===== src/rtl/cht_pkg.sv =====
package cht_pkg;

  localparam int unsigned DefTableSize = 16;
  localparam int unsigned DefKeyMax    = 16;
  localparam int unsigned DefSpillSize = 16;

  // operation codes
  localparam logic [1:0] OP_INSERT = 2'd0;
  localparam logic [1:0] OP_SEARCH = 2'd1;
  localparam logic [1:0] OP_DELETE = 2'd2;
  localparam logic [1:0] OP_ALIAS  = 2'd3;  // acts as search

  // result codes
  localparam logic [2:0] STAT_INSERTED  = 3'd0;
  localparam logic [2:0] STAT_FOUND     = 3'd1;
  localparam logic [2:0] STAT_NOT_FOUND = 3'd2;
  localparam logic [2:0] STAT_DELETED   = 3'd3;
  localparam logic [2:0] STAT_FULL      = 3'd4;
  localparam logic [2:0] STAT_TOO_LONG  = 3'd5;

  typedef struct packed {
    logic [1:0] opcode;
    logic [7:0] key_char;
    logic       last_char;
  } cht_in_t;

  typedef struct packed {
    logic [2:0] status;
    logic [3:0] bucket;
  } cht_out_t;

endpackage


===== src/rtl/chained_hash_table.sv =====
// chained hash table with a shared overflow area
// keys stream in on the input channel one character per transfer; the
// transfer with last_char set also carries the opcode (insert, search,
// delete, code three acts as search) and triggers the table operation
// the output channel returns one transfer per key: status and bucket
// characters of a key are taken one per cycle; the bucket is kept as a
// running residue (table lookup plus one compare and subtract per character)
// the final character starts the operation and the input stays stalled
// until the result is registered
// operation steps: read the primary entry, compare each entry character by
// character while they match, follow the chain one step at a time, copy
// the key, walk each entry to the chain tail on insert, register the
// result; all steps go through synchronous memories with one read and one
// write port
// after reset a clearing pass marks all buckets empty; no input is taken
// during it
// a held result waits in the output register while the next key streams
// in; only the completion of the next operation waits on out_ready_i
module chained_hash_table #(
  parameter int unsigned TABLE_SIZE = cht_pkg::DefTableSize,
  parameter int unsigned KEY_MAX    = cht_pkg::DefKeyMax,
  parameter int unsigned SPILL_SIZE = cht_pkg::DefSpillSize
) (
  input  logic               clk_i,
  input  logic               rst_ni,
  input  logic               in_valid_i,
  output logic               in_ready_o,
  input  cht_pkg::cht_in_t   in_data_i,
  output logic               out_valid_o,
  input  logic               out_ready_i,
  output cht_pkg::cht_out_t  out_data_o
);

  localparam int unsigned BKT_W = $clog2(TABLE_SIZE);
  localparam int unsigned KI_W  = (KEY_MAX > 1) ? $clog2(KEY_MAX) : 1;
  localparam int unsigned LEN_W = $clog2(KEY_MAX + 1);
  localparam int unsigned LNK_W = $clog2(SPILL_SIZE + 1);
  localparam int unsigned SP_W  = (SPILL_SIZE > 1) ? $clog2(SPILL_SIZE) : 1;
  localparam int unsigned HC_D  = TABLE_SIZE * KEY_MAX;
  localparam int unsigned HC_AW = $clog2(HC_D);
  localparam int unsigned SC_D  = SPILL_SIZE * KEY_MAX;
  localparam int unsigned SC_AW = (SC_D > 1) ? $clog2(SC_D) : 1;
  localparam int unsigned HM_W  = 1 + LEN_W + LNK_W;
  localparam int unsigned SM_W  = LEN_W + LNK_W;
  localparam int unsigned CNT_W = (LEN_W > BKT_W) ? LEN_W : BKT_W;
  localparam int unsigned OB_W  = (BKT_W > 4) ? BKT_W : 4;
  localparam logic [LNK_W-1:0] NO_LINK = '1;

  // residue of every character code modulo the table size
  function automatic logic [256*BKT_W-1:0] res_table();
    logic [256*BKT_W-1:0] t;
    t = '0;
    for (int i = 0; i < 256; i++) begin
      t[i*BKT_W +: BKT_W] = BKT_W'(i % TABLE_SIZE);
    end
    return t;
  endfunction

  localparam logic [256*BKT_W-1:0] RES_TAB = res_table();

  // sequencer states
  localparam logic [4:0] S_CLEAR     = 5'd0;
  localparam logic [4:0] S_IDLE      = 5'd1;
  localparam logic [4:0] S_HM_RD     = 5'd3;
  localparam logic [4:0] S_HM_WAIT   = 5'd4;
  localparam logic [4:0] S_CMP_START = 5'd5;
  localparam logic [4:0] S_CMP_RD    = 5'd6;
  localparam logic [4:0] S_CMP_CHK   = 5'd7;
  localparam logic [4:0] S_EVAL      = 5'd8;
  localparam logic [4:0] S_SM_RD     = 5'd9;
  localparam logic [4:0] S_SM_WAIT   = 5'd10;
  localparam logic [4:0] S_FOUND     = 5'd11;
  localparam logic [4:0] S_DEL_RD    = 5'd12;
  localparam logic [4:0] S_DEL_WAIT  = 5'd13;
  localparam logic [4:0] S_DEL_FIN   = 5'd14;
  localparam logic [4:0] S_COPY      = 5'd15;
  localparam logic [4:0] S_INS_LINK  = 5'd16;
  localparam logic [4:0] S_IW_RD     = 5'd17;
  localparam logic [4:0] S_IW_WAIT   = 5'd18;
  localparam logic [4:0] S_DONE      = 5'd19;

  logic [4:0]        state_q, state_d;
  logic [LEN_W-1:0]  key_len_q, key_len_d;
  logic              overlong_q, overlong_d;
  logic [1:0]        op_q, op_d;
  logic [BKT_W:0]    rem_q, rem_d;
  logic [CNT_W-1:0]  cnt_q, cnt_d;
  logic [LEN_W-1:0]  h_len_q, h_len_d;
  logic [LNK_W-1:0]  h_link_q, h_link_d;
  logic [LEN_W-1:0]  s_len_q, s_len_d;
  logic [LNK_W-1:0]  s_link_q, s_link_d;
  logic [SP_W-1:0]   p_q, p_d;
  logic [SP_W-1:0]   prev_q, prev_d;
  logic [LEN_W-1:0]  prev_len_q, prev_len_d;
  logic              prev_none_q, prev_none_d;
  logic              cmp_spill_q, cmp_spill_d;
  logic              match_q, match_d;
  logic [SP_W-1:0]   slot_q, slot_d;
  logic [LNK_W-1:0]  used_q, used_d;
  logic              cp_src_spill_q, cp_src_spill_d;
  logic              cp_dst_spill_q, cp_dst_spill_d;
  logic [LEN_W-1:0]  cp_len_q, cp_len_d;
  logic [4:0]        cp_next_q, cp_next_d;
  logic [2:0]        status_q, status_d;
  logic              out_valid_q, out_valid_d;
  cht_pkg::cht_out_t out_data_q, out_data_d;

  // memory ports
  logic              kb_we;
  logic [7:0]        kb_rdata;
  logic              hc_we;
  logic [HC_AW-1:0]  hc_waddr, hc_raddr;
  logic [7:0]        hc_rdata;
  logic              sc_we;
  logic [SC_AW-1:0]  sc_waddr, sc_raddr;
  logic [7:0]        sc_rdata;
  logic [7:0]        cp_wdata;
  logic              hm_we;
  logic [BKT_W-1:0]  hm_waddr;
  logic [HM_W-1:0]   hm_wdata, hm_rdata;
  logic              sm_we;
  logic [SP_W-1:0]   sm_waddr;
  logic [SM_W-1:0]   sm_wdata, sm_rdata;

  logic              in_fire;
  logic [BKT_W-1:0]  bkt;
  logic [KI_W-1:0]   rd_idx;
  logic [CNT_W-1:0]  wr_cnt;
  logic [BKT_W:0]    rem_add;
  logic [LEN_W-1:0]  cmp_len;
  logic [7:0]        cmp_char;
  logic              hm_valid;
  logic [LEN_W-1:0]  hm_len, sm_len;
  logic [LNK_W-1:0]  hm_link, sm_link;
  logic [OB_W-1:0]   bkt_ext;

  assign in_ready_o  = (state_q == S_IDLE);
  assign in_fire     = in_valid_i & in_ready_o;
  assign out_valid_o = out_valid_q;
  assign out_data_o  = out_data_q;

  assign bkt       = rem_q[BKT_W-1:0];
  assign bkt_ext   = OB_W'(bkt);
  assign rd_idx    = cnt_q[KI_W-1:0];
  assign wr_cnt    = cnt_q - CNT_W'(1);
  assign rem_add   = rem_q + {1'b0, RES_TAB[32'(in_data_i.key_char) * BKT_W +: BKT_W]};

  assign hm_valid = hm_rdata[HM_W-1];
  assign hm_len   = hm_rdata[LNK_W +: LEN_W];
  assign hm_link  = hm_rdata[LNK_W-1:0];
  assign sm_len   = sm_rdata[LNK_W +: LEN_W];
  assign sm_link  = sm_rdata[LNK_W-1:0];

  assign cmp_len  = cmp_spill_q ? s_len_q : h_len_q;
  assign cmp_char = cmp_spill_q ? sc_rdata : hc_rdata;
  assign cp_wdata = cp_src_spill_q ? sc_rdata : kb_rdata;

  // character addresses: entry * KEY_MAX + index
  assign hc_raddr = HC_AW'(32'(bkt) * KEY_MAX + 32'(cnt_q));
  assign sc_raddr = SC_AW'(32'(p_q) * KEY_MAX + 32'(cnt_q));
  assign hc_waddr = HC_AW'(32'(bkt) * KEY_MAX + 32'(wr_cnt));
  assign sc_waddr = SC_AW'(32'(slot_q) * KEY_MAX + 32'(wr_cnt));

  assign kb_we = in_fire && (key_len_q < LEN_W'(KEY_MAX));

  always_comb begin
    state_d        = state_q;
    key_len_d      = key_len_q;
    overlong_d     = overlong_q;
    op_d           = op_q;
    rem_d          = rem_q;
    cnt_d          = cnt_q;
    h_len_d        = h_len_q;
    h_link_d       = h_link_q;
    s_len_d        = s_len_q;
    s_link_d       = s_link_q;
    p_d            = p_q;
    prev_d         = prev_q;
    prev_len_d     = prev_len_q;
    prev_none_d    = prev_none_q;
    cmp_spill_d    = cmp_spill_q;
    match_d        = match_q;
    slot_d         = slot_q;
    used_d         = used_q;
    cp_src_spill_d = cp_src_spill_q;
    cp_dst_spill_d = cp_dst_spill_q;
    cp_len_d       = cp_len_q;
    cp_next_d      = cp_next_q;
    status_d       = status_q;
    out_valid_d    = out_valid_q & ~out_ready_i;
    out_data_d     = out_data_q;

    hc_we    = 1'b0;
    sc_we    = 1'b0;
    hm_we    = 1'b0;
    hm_waddr = bkt;
    hm_wdata = {1'b1, h_len_q, h_link_q};
    sm_we    = 1'b0;
    sm_waddr = p_q;
    sm_wdata = {s_len_q, s_link_q};

    case (state_q)
      S_CLEAR: begin
        // mark every bucket empty
        hm_we    = 1'b1;
        hm_waddr = cnt_q[BKT_W-1:0];
        hm_wdata = '0;
        cnt_d    = cnt_q + CNT_W'(1);
        if (cnt_q == CNT_W'(TABLE_SIZE - 1)) begin
          cnt_d   = '0;
          state_d = S_IDLE;
        end
      end
      S_IDLE: begin
        if (in_fire) begin
          if (key_len_q < LEN_W'(KEY_MAX)) begin
            key_len_d = key_len_q + LEN_W'(1);
            // running sum modulo the table size
            if (rem_add >= (BKT_W + 1)'(TABLE_SIZE)) begin
              rem_d = rem_add - (BKT_W + 1)'(TABLE_SIZE);
            end else begin
              rem_d = rem_add;
            end
          end else begin
            overlong_d = 1'b1;
          end
          if (in_data_i.last_char) begin
            op_d  = in_data_i.opcode;
            cnt_d = '0;
            if (overlong_d) begin
              status_d = cht_pkg::STAT_TOO_LONG;
              state_d  = S_DONE;
            end else begin
              state_d = S_HM_RD;
            end
          end
        end
      end
      S_HM_RD: begin
        state_d = S_HM_WAIT;
      end
      S_HM_WAIT: begin
        h_len_d  = hm_len;
        h_link_d = hm_link;
        if (op_q == cht_pkg::OP_INSERT) begin
          status_d       = cht_pkg::STAT_INSERTED;
          cp_src_spill_d = 1'b0;
          cp_len_d       = key_len_q;
          cnt_d          = '0;
          if (!hm_valid) begin
            // empty bucket takes the key as its primary entry
            hm_we          = 1'b1;
            hm_wdata       = {1'b1, key_len_q, NO_LINK};
            cp_dst_spill_d = 1'b0;
            cp_next_d      = S_DONE;
            state_d        = S_COPY;
          end else if (used_q >= LNK_W'(SPILL_SIZE)) begin
            status_d = cht_pkg::STAT_FULL;
            state_d  = S_DONE;
          end else begin
            // next free overflow slot, then append it to the chain
            sm_we          = 1'b1;
            sm_waddr       = used_q[SP_W-1:0];
            sm_wdata       = {key_len_q, NO_LINK};
            slot_d         = used_q[SP_W-1:0];
            used_d         = used_q + LNK_W'(1);
            cp_dst_spill_d = 1'b1;
            cp_next_d      = S_INS_LINK;
            state_d        = S_COPY;
          end
        end else if (!hm_valid) begin
          status_d = cht_pkg::STAT_NOT_FOUND;
          state_d  = S_DONE;
        end else begin
          cmp_spill_d = 1'b0;
          state_d     = S_CMP_START;
        end
      end
      S_CMP_START: begin
        cnt_d = '0;
        if (cmp_len != key_len_q) begin
          match_d = 1'b0;
          state_d = S_EVAL;
        end else begin
          state_d = S_CMP_RD;
        end
      end
      S_CMP_RD: begin
        state_d = S_CMP_CHK;
      end
      S_CMP_CHK: begin
        if (kb_rdata != cmp_char) begin
          match_d = 1'b0;
          state_d = S_EVAL;
        end else if (cnt_q == CNT_W'(cmp_len - LEN_W'(1))) begin
          match_d = 1'b1;
          state_d = S_EVAL;
        end else begin
          cnt_d   = cnt_q + CNT_W'(1);
          state_d = S_CMP_RD;
        end
      end
      S_EVAL: begin
        if (match_q) begin
          state_d = S_FOUND;
        end else if (!cmp_spill_q) begin
          if (h_link_q < LNK_W'(SPILL_SIZE)) begin
            prev_none_d = 1'b1;
            p_d         = h_link_q[SP_W-1:0];
            state_d     = S_SM_RD;
          end else begin
            status_d = cht_pkg::STAT_NOT_FOUND;
            state_d  = S_DONE;
          end
        end else begin
          if (s_link_q < LNK_W'(SPILL_SIZE)) begin
            prev_none_d = 1'b0;
            prev_d      = p_q;
            prev_len_d  = s_len_q;
            p_d         = s_link_q[SP_W-1:0];
            state_d     = S_SM_RD;
          end else begin
            status_d = cht_pkg::STAT_NOT_FOUND;
            state_d  = S_DONE;
          end
        end
      end
      S_SM_RD: begin
        state_d = S_SM_WAIT;
      end
      S_SM_WAIT: begin
        s_len_d     = sm_len;
        s_link_d    = sm_link;
        cmp_spill_d = 1'b1;
        state_d     = S_CMP_START;
      end
      S_FOUND: begin
        if (op_q != cht_pkg::OP_DELETE) begin
          status_d = cht_pkg::STAT_FOUND;
          state_d  = S_DONE;
        end else begin
          status_d = cht_pkg::STAT_DELETED;
          if (!cmp_spill_q) begin
            if (h_link_q < LNK_W'(SPILL_SIZE)) begin
              // successor moves into the primary entry
              p_d     = h_link_q[SP_W-1:0];
              state_d = S_DEL_RD;
            end else begin
              hm_we    = 1'b1;
              hm_wdata = '0;
              state_d  = S_DONE;
            end
          end else if (prev_none_q) begin
            hm_we    = 1'b1;
            hm_wdata = {1'b1, h_len_q, s_link_q};
            state_d  = S_DONE;
          end else begin
            sm_we    = 1'b1;
            sm_waddr = prev_q;
            sm_wdata = {prev_len_q, s_link_q};
            state_d  = S_DONE;
          end
        end
      end
      S_DEL_RD: begin
        state_d = S_DEL_WAIT;
      end
      S_DEL_WAIT: begin
        s_len_d        = sm_len;
        s_link_d       = sm_link;
        cp_src_spill_d = 1'b1;
        cp_dst_spill_d = 1'b0;
        cp_len_d       = sm_len;
        cp_next_d      = S_DEL_FIN;
        cnt_d          = '0;
        state_d        = S_COPY;
      end
      S_DEL_FIN: begin
        hm_we    = 1'b1;
        hm_wdata = {1'b1, s_len_q, s_link_q};
        state_d  = S_DONE;
      end
      S_COPY: begin
        // read index cnt, write index cnt-1 from the data read last cycle
        if (cnt_q != '0) begin
          hc_we = ~cp_dst_spill_q;
          sc_we = cp_dst_spill_q;
        end
        if (cnt_q == CNT_W'(cp_len_q)) begin
          cnt_d   = '0;
          state_d = cp_next_q;
        end else begin
          cnt_d = cnt_q + CNT_W'(1);
        end
      end
      S_INS_LINK: begin
        if (h_link_q < LNK_W'(SPILL_SIZE)) begin
          p_d     = h_link_q[SP_W-1:0];
          state_d = S_IW_RD;
        end else begin
          hm_we    = 1'b1;
          hm_wdata = {1'b1, h_len_q, LNK_W'(slot_q)};
          state_d  = S_DONE;
        end
      end
      S_IW_RD: begin
        state_d = S_IW_WAIT;
      end
      S_IW_WAIT: begin
        if (sm_link < LNK_W'(SPILL_SIZE)) begin
          p_d     = sm_link[SP_W-1:0];
          state_d = S_IW_RD;
        end else begin
          // chain tail points at the new slot
          sm_we    = 1'b1;
          sm_wdata = {sm_len, LNK_W'(slot_q)};
          state_d  = S_DONE;
        end
      end
      S_DONE: begin
        if (!out_valid_q || out_ready_i) begin
          out_valid_d       = 1'b1;
          out_data_d.status = status_q;
          out_data_d.bucket = bkt_ext[3:0];
          key_len_d         = '0;
          rem_d             = '0;
          overlong_d        = 1'b0;
          state_d           = S_IDLE;
        end
      end
      default: begin
        state_d = S_IDLE;
      end
    endcase
  end

  always_ff @(posedge clk_i or negedge rst_ni) begin
    if (!rst_ni) begin
      state_q     <= S_CLEAR;
      key_len_q   <= '0;
      rem_q       <= '0;
      overlong_q  <= 1'b0;
      cnt_q       <= '0;
      used_q      <= '0;
      out_valid_q <= 1'b0;
    end else begin
      state_q     <= state_d;
      key_len_q   <= key_len_d;
      rem_q       <= rem_d;
      overlong_q  <= overlong_d;
      cnt_q       <= cnt_d;
      used_q      <= used_d;
      out_valid_q <= out_valid_d;
    end
  end

  always_ff @(posedge clk_i) begin
    op_q           <= op_d;
    h_len_q        <= h_len_d;
    h_link_q       <= h_link_d;
    s_len_q        <= s_len_d;
    s_link_q       <= s_link_d;
    p_q            <= p_d;
    prev_q         <= prev_d;
    prev_len_q     <= prev_len_d;
    prev_none_q    <= prev_none_d;
    cmp_spill_q    <= cmp_spill_d;
    match_q        <= match_d;
    slot_q         <= slot_d;
    cp_src_spill_q <= cp_src_spill_d;
    cp_dst_spill_q <= cp_dst_spill_d;
    cp_len_q       <= cp_len_d;
    cp_next_q      <= cp_next_d;
    status_q       <= status_d;
    out_data_q     <= out_data_d;
  end

  // key characters of the key in flight
  cht_ram #(.WIDTH(8), .DEPTH(KEY_MAX)) u_key_ram (
    .clk_i   (clk_i),
    .we_i    (kb_we),
    .waddr_i (key_len_q[KI_W-1:0]),
    .wdata_i (in_data_i.key_char),
    .raddr_i (rd_idx),
    .rdata_o (kb_rdata)
  );

  // primary entry characters, one row of KEY_MAX per bucket
  cht_ram #(.WIDTH(8), .DEPTH(HC_D)) u_head_chars (
    .clk_i   (clk_i),
    .we_i    (hc_we),
    .waddr_i (hc_waddr),
    .wdata_i (cp_wdata),
    .raddr_i (hc_raddr),
    .rdata_o (hc_rdata)
  );

  // overflow entry characters
  cht_ram #(.WIDTH(8), .DEPTH(SC_D)) u_spill_chars (
    .clk_i   (clk_i),
    .we_i    (sc_we),
    .waddr_i (sc_waddr),
    .wdata_i (cp_wdata),
    .raddr_i (sc_raddr),
    .rdata_o (sc_rdata)
  );

  // bucket valid, primary length and link
  cht_ram #(.WIDTH(HM_W), .DEPTH(TABLE_SIZE)) u_head_meta (
    .clk_i   (clk_i),
    .we_i    (hm_we),
    .waddr_i (hm_waddr),
    .wdata_i (hm_wdata),
    .raddr_i (bkt),
    .rdata_o (hm_rdata)
  );

  // overflow length and link
  cht_ram #(.WIDTH(SM_W), .DEPTH(SPILL_SIZE)) u_spill_meta (
    .clk_i   (clk_i),
    .we_i    (sm_we),
    .waddr_i (sm_waddr),
    .wdata_i (sm_wdata),
    .raddr_i (p_q),
    .rdata_o (sm_rdata)
  );

endmodule


===== src/rtl/cht_ram.sv =====
module cht_ram #(
  parameter int unsigned WIDTH = 8,
  parameter int unsigned DEPTH = 16
) (
  input  logic                                       clk_i,
  input  logic                                       we_i,
  input  logic [((DEPTH > 1) ? $clog2(DEPTH) : 1)-1:0] waddr_i,
  input  logic [WIDTH-1:0]                           wdata_i,
  input  logic [((DEPTH > 1) ? $clog2(DEPTH) : 1)-1:0] raddr_i,
  output logic [WIDTH-1:0]                           rdata_o
);

  logic [WIDTH-1:0] mem_q [DEPTH];

  always_ff @(posedge clk_i) begin
    if (we_i) begin
      mem_q[waddr_i] <= wdata_i;
    end
    rdata_o <= mem_q[raddr_i];
  end

endmodule


===== config.mk =====
export PLATFORM = sky130hd
export DESIGN_NAME = chained_hash_table
export DESIGN_NICKNAME = d
export VERILOG_FILES = /design/src/rtl/cht_pkg.sv /design/src/rtl/chained_hash_table.sv /design/src/rtl/cht_ram.sv
export SDC_FILE = /design/constraint.sdc
export NUM_CORES = 2
export LEC_CHECK = 0
export BUFFER_PORTS_ARGS = -buffer_cell sky130_fd_sc_hd__buf_2
export CAP_MARGIN = 15
export CELL_PAD_IN_SITES_DETAIL_PLACEMENT = 0
export CELL_PAD_IN_SITES_GLOBAL_PLACEMENT = 1
export CORE_ASPECT_RATIO = 0.6
export CORE_MARGIN = 2
export CORE_UTILIZATION = 63
export CTS_BUF_LIST = sky130_fd_sc_hd__clkbuf_8
export DETAILED_ROUTE_END_ITERATION = 8
export PLACE_DENSITY_LB_ADDON = 0.3
export SETUP_SLACK_MARGIN = 0.02
export SLEW_MARGIN = 20
export SYNTH_ARGS = -nofsm -noshare
export SYNTH_HDL_FRONTEND = slang
export SYNTH_MEMORY_MAX_BITS = 65536
export SYNTH_SLANG_ARGS = --single-unit

===== constraint.sdc =====
create_clock -name clk_i -period 12.3 [get_ports clk_i]
set_input_delay 1.845 -clock clk_i [delete_from_list [all_inputs] [get_ports clk_i]]
set_output_delay 1.845 -clock clk_i [all_outputs]
set_load 0.01 [all_outputs]

After elaboration in Yosys (flattened, before gate mapping)
Memory sizes are Yosys's and may differ from the RTL's. A register that Yosys moved wholly into a read port is not among the register bits.
Index checks and enable logic that the tools add are counted.
- register bits after elaboration: 91
- memory bits (writable): 4560
- output and inout bits: 9
- memories: 5
- logic and storage cells: 281
- $lt $le $gt $ge: 6
- muxes and demuxes: 146
- eq/ne operators: 48
- add/subtract/negate cells: 11
- shift operators: 1
- reduce and logical (&&, ||, !) cells: 32
- bitwise gates (word level): 6
- memories (memory ; words ; width ; rd ports ; clocked after Yosys merged registers in ; write ports ; RTL line ; source):
    u_head_chars.mem_q ; 256 ; 8 ; 1 ; 1 ; 1 ; cht_ram.sv:13 ; logic [WIDTH-1:0] mem_q [DEPTH];
    u_spill_chars.mem_q ; 256 ; 8 ; 1 ; 1 ; 1 ; cht_ram.sv:13 ;
    u_head_meta.mem_q ; 16 ; 11 ; 1 ; 1 ; 1 ; cht_ram.sv:13 ;
    u_spill_meta.mem_q ; 16 ; 10 ; 1 ; 1 ; 1 ; cht_ram.sv:13 ;
    u_key_ram.mem_q ; 16 ; 8 ; 1 ; 1 ; 1 ; cht_ram.sv:13 ;
- operator list (cell ; count):
    indexed part select 1024 x 11 -> 4 bit (first input constant) ; 1
    2-to-1 mux 5 bit ; 37
    one-hot mux 5 bit (19 select lines) ; 1
    2-to-1 mux 10 bit ; 9
    2-to-1 mux 4 bit ; 17
    one-hot mux 11 bit (5 select lines) ; 1
    2-to-1 mux 1 bit ; 46
    equality test 5 x 4 -> 1 bit (second input constant) ; 9
    one-hot mux 5 bit (2 select lines) ; 4
    2-to-1 mux 11 bit ; 3
    2-to-1 mux 3 bit ; 11
    adder 8 x 5 -> 8 bit ; 4
    one-hot mux 10 bit (3 select lines) ; 1
    one-hot mux 5 bit (6 select lines) ; 1
    != test 2 bit (second input constant) ; 13
    equality test 5 x 3 -> 1 bit (second input constant) ; 4
    equality test 5 bit (second input constant) ; 4
    less-than comparator 5 bit (second input constant) ; 4
    != test 3 bit (second input constant) ; 6
    2-to-1 mux 8 bit ; 2
    one-hot mux 4 bit (4 select lines) ; 1
    AND reduction 4 bit ; 4
    adder 5 x 1 -> 5 bit (second input constant) ; 3
    AND reduction 3 bit ; 5
    other kinds (32) ; 59

Depth between registers and ports, before layout
- depth in word-level cells: 8
- gate-level depth with buffers: 17

Cells and area by module
From an unflattened synthesis, not the netlist that was laid out.
- cell total of the unflattened synthesis: 8865
- area, all modules: 183300.8 µm²
- by module, submodules not included (module ; times used ; cells an instance ; area an instance (µm²)):
    cht_ram at u_head_chars ... ; 2 ; 3733 ; 79556.3
    cht_ram at u_head_meta ; 1 ; 305 ; 7039.3
    cht_ram at u_spill_meta ; 1 ; 279 ; 6353.6
    chained_hash_table ; 1 ; 586 ; 5647.9
    cht_ram at u_key_ram ; 1 ; 229 ; 5147.4

Worst setup path before layout
No wires, ideal clock.
- path kind: register to register
- from: register cp_src_spill_q
- to: memory u_head_chars.mem_q[0][0], data pin
- arrival time: 4.142 ns
- setup slack: 7.247 ns
- buffers on the path: 1
- stages on the path, launching flop included: 3
- data required time: 11.389 ns
- cells stage by stage: edfxtp_1 > clkbuf_1 > mux2_2
- cells in the longest elaborated chain, start to end: 1
- ends and longest elaborated chain (item ; RTL line ; source):
    start: declaration ; chained_hash_table.sv:100 ; logic cp_src_spill_q, cp_src_spill_d;
    start signal: assignment ; chained_hash_table.sv:470 ; cp_src_spill_q <= cp_src_spill_d;
    2-to-1 mux 8 bit ; chained_hash_table.sv:156 ; assign cp_wdata = cp_src_spill_q ? sc_rdata : kb_rdata;
    via cp_wdata[0] ; chained_hash_table.sv:117 ; logic [7:0] cp_wdata;
    end: declaration ; cht_ram.sv:13 ;
The timed path passes the listed nets, and every way through them passes these cells.

Final worst setup path
- from: register cnt_q[0]
- to: register u_head_chars.rdata_o[3], read port of u_head_chars.mem_q
- cells in the longest elaborated chain, start to end: 1
- ends and longest elaborated chain (item ; RTL line ; source):
    start: declaration ; chained_hash_table.sv:87 ; logic [CNT_W-1:0] cnt_q, cnt_d;
    start signal: assignment ; chained_hash_table.sv:451 ; cnt_q <= cnt_d;
    adder 8 x 5 -> 8 bit ; chained_hash_table.sv:159 ; assign hc_raddr = HC_AW'(32'(bkt) * KEY_MAX + 32'(cnt_q));
    end: declaration ; cht_ram.sv:10 ; output logic [WIDTH-1:0] rdata_o
No other way between the ends.
A chain may end at the register's enable or synchronous reset.

==> results_dict.tcl <==
set metrics [dict create \
    cp-end-kind "register" \
    crit_arrival_ns 7.35 \
    cts_setup_buffers 0 \
    drc 0 \
    cts_resized 0 \
    syn_inst 8900 \
    worst_slack_ns 5.95 \
    antenna_found_initial 30 \
    hold_buffers 0 \
    vdd_drop_max_v 0.000257 \
    num_rows 153 \
    slowest_delay_ns 1.02 \
    crit_chain "buf_12 -> buf_4 -> buf_4 -> mux4_2 -> mux2i_1 -> nor2_1 -> a2111oi_1 -> or3_1 -> a21oi_1 -> a221o_1" \
    worstPathMaxFanout 77 \
    slowest_stage "a2111oi_1" \
    viasPerCell 7.08 \
    startpoint_type "register" \
    clk-insertion-delay-late_ns 1.12 \
    routabilityCongestion 0.929 \
    grt_max_degree 225 \
    clockBufferDepth 4 \
    finalHoldWorstSlack_ns 0.406 \
    tightestPinTransition_ns 1.32 \
    hold_violations 0 \
    vias 96400 \
    grt_first_pass_wirelength_microns 691000 \
    drv_slew 0 \
    fmax_ghz 0.158 \
    cts_tree "yes" \
    hold_path_class "register to register" \
    core_sq_um 290000 \
    synthFlopType "edfxtp_1" \
    r2r_end "u_head_chars.rdata_o[3]" \
    num_io_pins 24 \
    max_slew_margin_pct 11.2 \
    fin_cells 13600 \
    synth_area_per_cell_sq_um 20.6 \
    ys_ff_latch 4694 \
    maxCapViolations 0 \
    min_from "u_head_meta.rdata_o[5]" \
    netlist_area_sq_um 183000 \
    pre_cts_slack_ns 6.09 \
    grtUsageTotal_pct 33.1 \
    r2r_slack_ns 5.95 \
    die-area_sq_um 296000 \
    die_h_microns 422 \
    ys_seq_area_share_pct 76.5 \
    clk_pin_slew_ns 0.07 \
    die-width_microns 701 \
    worstPathRequired_ns 13.30 \
    final_antenna_net_count 0 \
    period_minus_slack_ns 6.35 \
    power_density_nw_per_um2 229 \
    p_total_mw 45.7 \
    fin_crit_sh_pct 51.6 \
    root_buffer "clkbuf_8" \
    rsz0062_at_grt "no" \
    nets 9313 \
    power.static_leakage_nw 62.1 \
    cp_top_family "buffers and inverters" \
    grt_overflow_total 0 \
    holdPathEnd "h_len_q[0]" \
    synth_warnings 0 \
    critPathMostFrequentCell "buf_4" \
    fin_util_pct 68.9 \
    numPortBuffers 23 \
    drive_gt1_share_pct 22.5 \
    critical_path_class "register to register" \
    place_area_sq_um 188000 \
    synth_fp_nets 8941 \
    htree_levels 6 \
    dp_hpwl_microns 297000 \
    synth_edf_count 4623 \
    holdPathStages 0 \
    setup_viol 0 \
    status "complete, no violations" \
    routedWlPerCell_microns 35.9 \
    grt_pass1_vias 92900 \
    tritoncts.num_buffers 646 \
    final_area_sq_um 200000 \
    dr.first_iter.drc_count 16800 \
    syn2layout_area_growth_pct 8.80 \
    clock-sinks 4694 \
    final.setup.tns_ns 0 \
    crit_buf_inv 3 \
    drt-pass1-iter-count 6 \
    initial_core_util_pct 63.3 \
    reg2regPathDepth 10 \
    timing.rr.start "cnt_q[0]" \
    clock_skew_ns 0.0612 \
    dp_cells 12500 \
    wl_microns 490000 \
    synthDistinctLibCells 79 \
    async_reset_ff_share_pct 0.554 \
]
## Yosys cell counts (10+ instances only)
cell	instances	share of area, %
and2_1	20	0.068
nand3_1	69	0.19
a21oi_1	105	0.29
mux2_2	46	0.28
clkbuf_1	250	0.51
a311oi_1	12	0.057
dfxtp_1	45	0.49
and3_1	14	0.048
a22o_1	17	0.081
dfrtp_1	26	0.35
xnor2_1	33	0.16
nor2b_1	25	0.085
inv_1	22	0.045
buf_2	143	0.39
o22ai_1	88	0.30
a21o_1	10	0.041
xor2_1	10	0.048
nor3_1	63	0.17
a2111oi_0	39	0.19
ha_1	25	0.17
buf_1	37	0.076
o21ai_0	123	0.34
nand2b_1	20	0.068
a22oi_1	56	0.23
or2_2	10	0.034
edfxtp_1	4623	76
mux4_2	1050	13
buf_6	35	0.21
o221ai_1	78	0.37
a211oi_1	58	0.24
nand2_1	288	0.59
a221oi_1	57	0.27
nor2_1	691	1.4
a31oi_1	15	0.051
mux2i_1	474	2.6
buf_4	67	0.27
o211ai_1	15	0.061
## how the worst max path moves through the flow
stage / depth (start not counted) / to / slack (ns) / startpoint
finish: 10 / u_head_chars.rdata_o[3] / 5.95 / cnt_q[0]
global route: 10 / u_head_chars.rdata_o[5] / 5.61 / cnt_q[0]
CTS: 10 / u_head_chars.rdata_o[3] / 6.05 / cnt_q[0]
detailed placement: 8 / u_head_chars.rdata_o[6] / 6.09 / cnt_q[0]
global placement: 10 / u_head_chars.rdata_o[3] / 5.87 / cnt_q[0]
floorplan: 2 / u_head_chars.mem_q[0][0] / 7.25 / cp_src_spill_q
## cell usage in the layout, fill, tap and decap left out, types with 15 or more instances in the layout
cell type,Yosys,layout
a22o_1,17,17
dfxtp_1,45,45
buf_4,67,213
nand3_1,69,58
a21oi_1,105,105
nor3_1,63,62
o22ai_1,88,88
edfxtp_1,4623,4623
nand2b_1,20,20
ha_1,25,22
nor2b_1,25,22
inv_1,22,259
mux2_2,46,38
a22oi_1,56,56
nor2_2,0,19
clkbuf_8,0,670
a2111oi_0,39,29
a211oi_1,58,56
nand2_1,288,282
buf_2,143,23
dfrtp_1,26,21
and2_1,20,19
o21ai_0,123,120
a221oi_1,57,57
clkinv_1,3,115
mux2i_1,474,474
xnor2_1,33,31
o221ai_1,78,78
nor2_1,691,671
clkinvlp_4,0,18
mux4_2,1050,1050
o211ai_1,15,15
clkinv_2,0,48
## kinds of logic (layout without fill, tap and decap cells)
family          after synthesis  count (layout)  synth area share, %
simple gates               1245            1245                 2.85
mux                        1570            1570                 15.8
compound gates              762             762                 2.93
flops                      4694            4694                 76.5
other cells                   0              10                    0
fa+ha+maj                    27              27                0.187
xor+xnor                     43              43                0.205
buf+inv                     559            1395                 1.52
## flip-flops by register name, summed over array words and instances, names as in the netlist, 7 cells and up
register	cells
u_spill_chars.mem_q	2048
u_head_chars.rdata_o	8
u_spill_chars.rdata_o	8
u_spill_meta.mem_q	160
u_head_chars.mem_q	2048
u_head_meta.rdata_o	11
out_data_o	7
u_spill_meta.rdata_o	10
u_key_ram.rdata_o	8
u_key_ram.mem_q	128
u_head_meta.mem_q	176
## routing by layer
| metal | vias up | global-route usage [%] | share of wire (%) |
|---|---|---|---|
| met1 | 50000 | 51.7 | 39 |
| li1 | 37600 | - | - |
| met3 | 828 | 14.8 | 18 |
| met5 | - | 0.0968 | 0.017 |
| met4 | 14 | 8.78 | 2.7 |
| met2 | 7926 | 42.8 | 41 |
## where the power goes
| group | internal, mW | switching (mW) | leakage (nW) | total, mW |
|---|---|---|---|---|
| Sequential | 20.2 | 0.351 | 42.2 | 20.6 |
| Clock | 5.29 | 5.80 | 6.69 | 11.1 |
| Combinational | 4.32 | 9.71 | 13.2 | 14.0 |
## worst register-to-register path: stages (launching register included)
cell,delay [ns]
dfrtp_4,0.89
buf_12,0.56
buf_4,0.82
buf_4,0.83
mux4_2,0.65
mux2i_1,0.19
nor2_1,0.11
a2111oi_1,1.02
or3_1,0.40
a21oi_1,0.39
a221o_1,0.38
## area by class of cell
type                       count  area, sq um
antenna                       10         25.0
inverter                      27          109
timing repair buffer         256         2090
multi-input combinational   3647        40700
clock inverter               442         2180
tap                         3875         4850
sequential                  4694       140000
fill                       17400        90100
clock buffer                 670         9220
Power figures use the tool's default switching activity.
